File: src/rtl/core/mvt_pkg.sv
// ----------------------------------------------------------------------------
// mvt_pkg: shared types for the 4x4 matrix / 4-vector transform
// Word formats on the ports, the word carried along the cell chain, and the
// operation codes.
// ----------------------------------------------------------------------------
package mvt_pkg;

    localparam int DATA_W    = 32;
    localparam int NUM_LANES = 4;
    localparam int IDX_W     = 4;
    // Row sums: four products of 64 - FRAC_BITS bits each; wide enough for
    // the smallest supported fraction width (4).
    localparam int SUM_W     = 62;

    typedef enum logic {
        FUNC_LOAD  = 1'b0,
        FUNC_XFORM = 1'b1
    } func_t;

    typedef struct packed {
        func_t                    func;
        logic [IDX_W-1:0]         entry_index;
        logic signed [DATA_W-1:0] entry_value;
        logic signed [DATA_W-1:0] vec_x;
        logic signed [DATA_W-1:0] vec_y;
        logic signed [DATA_W-1:0] vec_z;
        logic signed [DATA_W-1:0] vec_w;
    } mvt_in_t;

    typedef struct packed {
        logic signed [DATA_W-1:0] out_x;
        logic signed [DATA_W-1:0] out_y;
        logic signed [DATA_W-1:0] out_z;
        logic signed [DATA_W-1:0] out_w;
    } mvt_out_t;

    typedef logic [SUM_W-1:0] sum_t;

    // Word handed from cell to cell: the input word plus running row sums.
    typedef struct packed {
        logic                    valid;
        mvt_in_t                 item;
        sum_t [NUM_LANES-1:0]    sums;
    } mvt_word_t;

    // Vector component used by one column.
    function automatic logic signed [DATA_W-1:0] vec_comp(input mvt_in_t it,
                                                         input logic [1:0] c);
        logic signed [DATA_W-1:0] v;
        unique case (c)
            2'd0:    v = it.vec_x;
            2'd1:    v = it.vec_y;
            2'd2:    v = it.vec_z;
            default: v = it.vec_w;
        endcase
        return v;
    endfunction

endpackage

File: src/rtl/core/mvt_out.sv
// ----------------------------------------------------------------------------
// mvt_out: saturation and output skid stage
// Saturates the row sums to 32 bits and holds results in an output register
// plus one skid word, so the chain keeps moving while a result waits.
// ----------------------------------------------------------------------------
module mvt_out (
    input  logic               aclk,
    input  logic               aresetn,
    input  mvt_pkg::mvt_word_t tail_word,
    output logic               skid_full,
    output logic               m_valid,
    input  logic               m_ready,
    output mvt_pkg::mvt_out_t  m_data
);
    import mvt_pkg::*;

    localparam logic signed [DATA_W-1:0] Q_MAX = {1'b0, {(DATA_W-1){1'b1}}};
    localparam logic signed [DATA_W-1:0] Q_MIN = {1'b1, {(DATA_W-1){1'b0}}};

    logic                     res_valid;
    logic signed [DATA_W-1:0] sat [NUM_LANES];
    mvt_out_t                 res_data;
    logic                     m_valid_reg;
    mvt_out_t                 m_data_reg;
    logic                     skid_valid_reg;
    mvt_out_t                 skid_data_reg;

    function automatic logic signed [DATA_W-1:0] saturate(input sum_t s);
        logic signed [DATA_W-1:0] q;
        if (&s[SUM_W-1:DATA_W-1] || ~|s[SUM_W-1:DATA_W-1]) begin
            q = s[DATA_W-1:0];
        end else if (s[SUM_W-1]) begin
            q = Q_MIN;
        end else begin
            q = Q_MAX;
        end
        return q;
    endfunction

    always_comb begin
        for (int r = 0; r < NUM_LANES; r++) begin
            sat[r] = saturate(tail_word.sums[r]);
        end
        res_data.out_x = sat[0];
        res_data.out_y = sat[1];
        res_data.out_z = sat[2];
        res_data.out_w = sat[3];
    end

    assign res_valid = tail_word.valid && (tail_word.item.func == FUNC_XFORM);

    always_ff @(posedge aclk) begin
        if (!aresetn) begin
            m_valid_reg    <= 1'b0;
            skid_valid_reg <= 1'b0;
        end else if (!skid_valid_reg) begin
            if (!m_valid_reg || m_ready) begin
                m_valid_reg <= res_valid;
                m_data_reg  <= res_data;
            end else if (res_valid) begin
                skid_valid_reg <= 1'b1;
                skid_data_reg  <= res_data;
            end
        end else if (m_ready) begin
            m_data_reg     <= skid_data_reg;
            skid_valid_reg <= 1'b0;
        end
    end

    assign skid_full = skid_valid_reg;
    assign m_valid   = m_valid_reg;
    assign m_data    = m_data_reg;

endmodule

File: config.mk
export PLATFORM = sky130hd
export DESIGN_NAME = mvt_out
export DESIGN_NICKNAME = d
export VERILOG_FILES = /design/src/rtl/core/mvt_pkg.sv /design/src/rtl/core/mvt_out.sv
export SDC_FILE = /design/constraint.sdc
export NUM_CORES = 1
export LEC_CHECK = 0
export BUFFER_PORTS_ARGS = -buffer_cell sky130_fd_sc_hd__buf_4
export CORE_AREA = 2 2 213 215
export CTS_CLUSTER_SIZE = 24
export DETAILED_ROUTE_END_ITERATION = 8
export DIE_AREA = 0 0 215 217
export PLACE_DENSITY = 0.56
export SKIP_LAST_GASP = 1
export SLEW_MARGIN = 10
export SYNTH_ARGS = -nofsm -noshare
export SYNTH_HDL_FRONTEND = slang
export SYNTH_SLANG_ARGS = --single-unit
File: constraint.sdc
create_clock -name aclk -period 12.2 [get_ports aclk]
set_input_delay 1.22 -clock aclk [delete_from_list [all_inputs] [get_ports aclk]]
set_output_delay 1.22 -clock aclk [all_outputs]
set_load 0.05 [all_outputs]
==> summary.txt <==
Global routing
  • First-pass GRT wire length: 52.8 mm
  • Total track usage: 14.0%
  • Pin count of the biggest net entering global routing: 118
  • Vias in the first global route: 9,206
  • Initial antenna violation count: 0
  • Grt ovf: 0

Logic synthesis
  • Number of enable flip-flop cells after synthesis: 256
  • Post-synth ARST share: 0%
  • Synth Instances: 1,086
  • Most used DFF post-synth: edfxtp_1
  • Syn_area_per_cell: 11.6 sq um
  • Mapped Area: 12,600 sq um
  • Syn Nets: 1,503
  • Seq/Total Area, Yosys: 61.4%
  • #FFs+latches synth: 258
  • Synth cell types: 28
  • Synth warn: 0

Detailed routing
  • Antenna-violating nets left: 0
  • Total number of vias: 9,574
  • Final wirelength: 33.9 mm
  • Wire per inst: 16.6 microns
  • Initial DRC count: 785
  • Vias per cell: 4.70
  • Drt drc: 0
  • Drt first pass iters: 5

Job
  • Max Cap Viol: 0

Timing
  • Hold Slack: 0.524 ns
  • Final Hold Fails: 0
  • Worst Tran Pin Value: 1.15 ns
  • Clk_skew: 0.0102 ns
  • Final setup fails: 0
  • Fmax: 0.288 GHz
  • Slew HR: 23.3%
  • Pins Over Slew Limit: 0
  • Fin crit share: 28.4%
  • RSZ-0062 raised after global routing: false
  • Setup TNS: 0 ns
  • Min Tclk post-route: 3.47 ns

Worst setup path
  • Arr. time, crit path: 3.73 ns
  • Worst path bufs/invs: 2
  • CP max stage delay: 0.76 ns
  • Critical path's top delay family: simple AND/OR/NAND/NOR gates
  • Critical path peak fanout: 62
  • Crit-path cells: buf_4 > nor4_1 > nand4_1 > o221ai_4 > buf_4 > o221ai_1
  • CP Launch Type: input pin
  • Kind of critical path: input pin to register
  • Critical Path Most Common Cell: buf_4
  • Req. time, crit path: 12.46 ns
  • Crit end category: register
  • CP max stage cell: nor4_1

Floorplan
  • Rows: 78
  • Initial Util: 28.2%
  • Die area: 46,700 sq um
  • Die height: 217 microns
  • Die width: 215 microns
  • Area of the core: 44,700 sq um
  • I/O pin total: 547

CTS
  • CTS tree: yes
  • PostCTS Resize Cnt: 0
  • H-tree levels: 1
  • Post-CTS setup buffers: 0
  • Total CTS buffers: 31
  • Sinks on Clock Net: 258
  • Clk slew on worst S/H paths: 0.06 ns
  • Clk root buf: clkbuf_16
  • Clock Path Buffers: 3
  • Worst skew pair latency: 0.55 ns
  • Post-CTS Hold Fix Bufs: 0

Finish
  • Area grow syn2layout: 32.4%
  • Final std cells w/o fill: 2,038
  • Multi-input gate area: 3790 sq um
  • Filler instances: 4,487
  • Register area: 7730 sq um
  • # diodes: 0
  • Layout cell share with drive strength beyond 1: 32.0%
  • Final #Nets: 1,832
  • Final std cell area, no fill: 16,700 sq um

Run status
  • Outcome: finished, final reports clean

Placed design
  • Post-Place Cells: 1,982
  • Placed Area: 15,700 sq um
  • Input/output buffers: 382
  • Post-DP HPWL: 22.0 mm
  • Placer congestion estimate: 0.788

Worst hold path
  • Worst hold path class: register to register

Power
  • VDD IR max: 0.0000787 V
  • Leakage: 6.39 nW
  • Pwr Density: 131 nW/um^2
  • Final total power: 0.00219 W
-- cell families after synthesis --
group / after synthesis / share of synthesized area, %
simple gates: 337 / 14.3
flops: 258 / 61.4
buf+inv: 227 / 8.65
compound gates: 264 / 15.6
-- power by group --
group          internal, W  switching, W  leakage [nW]  total (W)
Combinational     0.000117      0.000186          3.51   0.000302
Sequential         0.00101    0.00000960          2.41    0.00102
Clock             0.000507      0.000359         0.461   0.000866
-- through the flow --
step | setup slack [ns] | utilization, %
3_3_place_gp | 7.99 | 35.2
5_1_grt | 8.49 | 37.3
6_report | 8.73 | 37.3
4_1_cts | 8.56 | 37.3
3_5_place_dp | 7.97 | 35.2
2_1_floorplan | 4.90 | -
-- path summary, 6_finish.rpt --
check,startpoint,end,slack [ns],cells after the start
setup / recovery,tail_word[96],m_data[65],8.73,6
hold / removal,skid_data_reg[55],m_data[55],0.52,2
setup reg to reg,skid_full,m_data[87],9.13,4
hold reg to reg,skid_data_reg[55],m_data[55],0.52,2
-- cells in the final DEF, fill, tap and decap left out, types with 5 or more instances in the layout --
cell,n
clkbuf_16,31
nand2_1,128
edfxtp_1,256
o21ai_0,55
o221ai_1,112
buf_4,394
nor4_1,28
o21ai_1,74
inv_1,129
nand4_1,36
clkbuf_1,7
clkinv_1,10
o221ai_2,12
nand3_1,5
nand2b_1,124
-- synthesized netlist by cell type, types with 5 or more instances --
cell type  number  area [sq um]
o21ai_1        74           370
o221ai_1      112           981
buf_6          26           293
clkbuf_2        6          30.0
clkbuf_1       45           169
nor4_1         28           175
nand3_1         5          25.0
o221ai_2       12           180
inv_1         129           484
nand2b_1      124           776
o21ai_0        55           275
nand2_1       128           480
buf_2          18          90.1
edfxtp_1      256          7690
nand4_1        36           225
-- worst min-delay path, cell delays in order (launching register included) --
cell      delay (ns)
edfxtp_1        0.31
nand2_1         0.05
o221ai_1        0.05
-- metal layers --
layer	routed length, microns	track usage, %
met5	0	0
met4	808	4.28
met3	2340	3.33
met2	15300	21.9
met1	15500	19.3
-- cell type report --
| class | count | share of cell area [%] |
|---|---|---|
| timing repair buffer | 394 | 17.8 |
| multi-input combinational | 601 | 22.8 |
| clock buffer | 42 | 5.14 |
| clock inverter | 14 | 0.518 |
| inverter | 129 | 2.91 |
| sequential | 258 | 46.4 |
| tap | 600 | 4.51 |
Power figures use the tool's default switching activity.
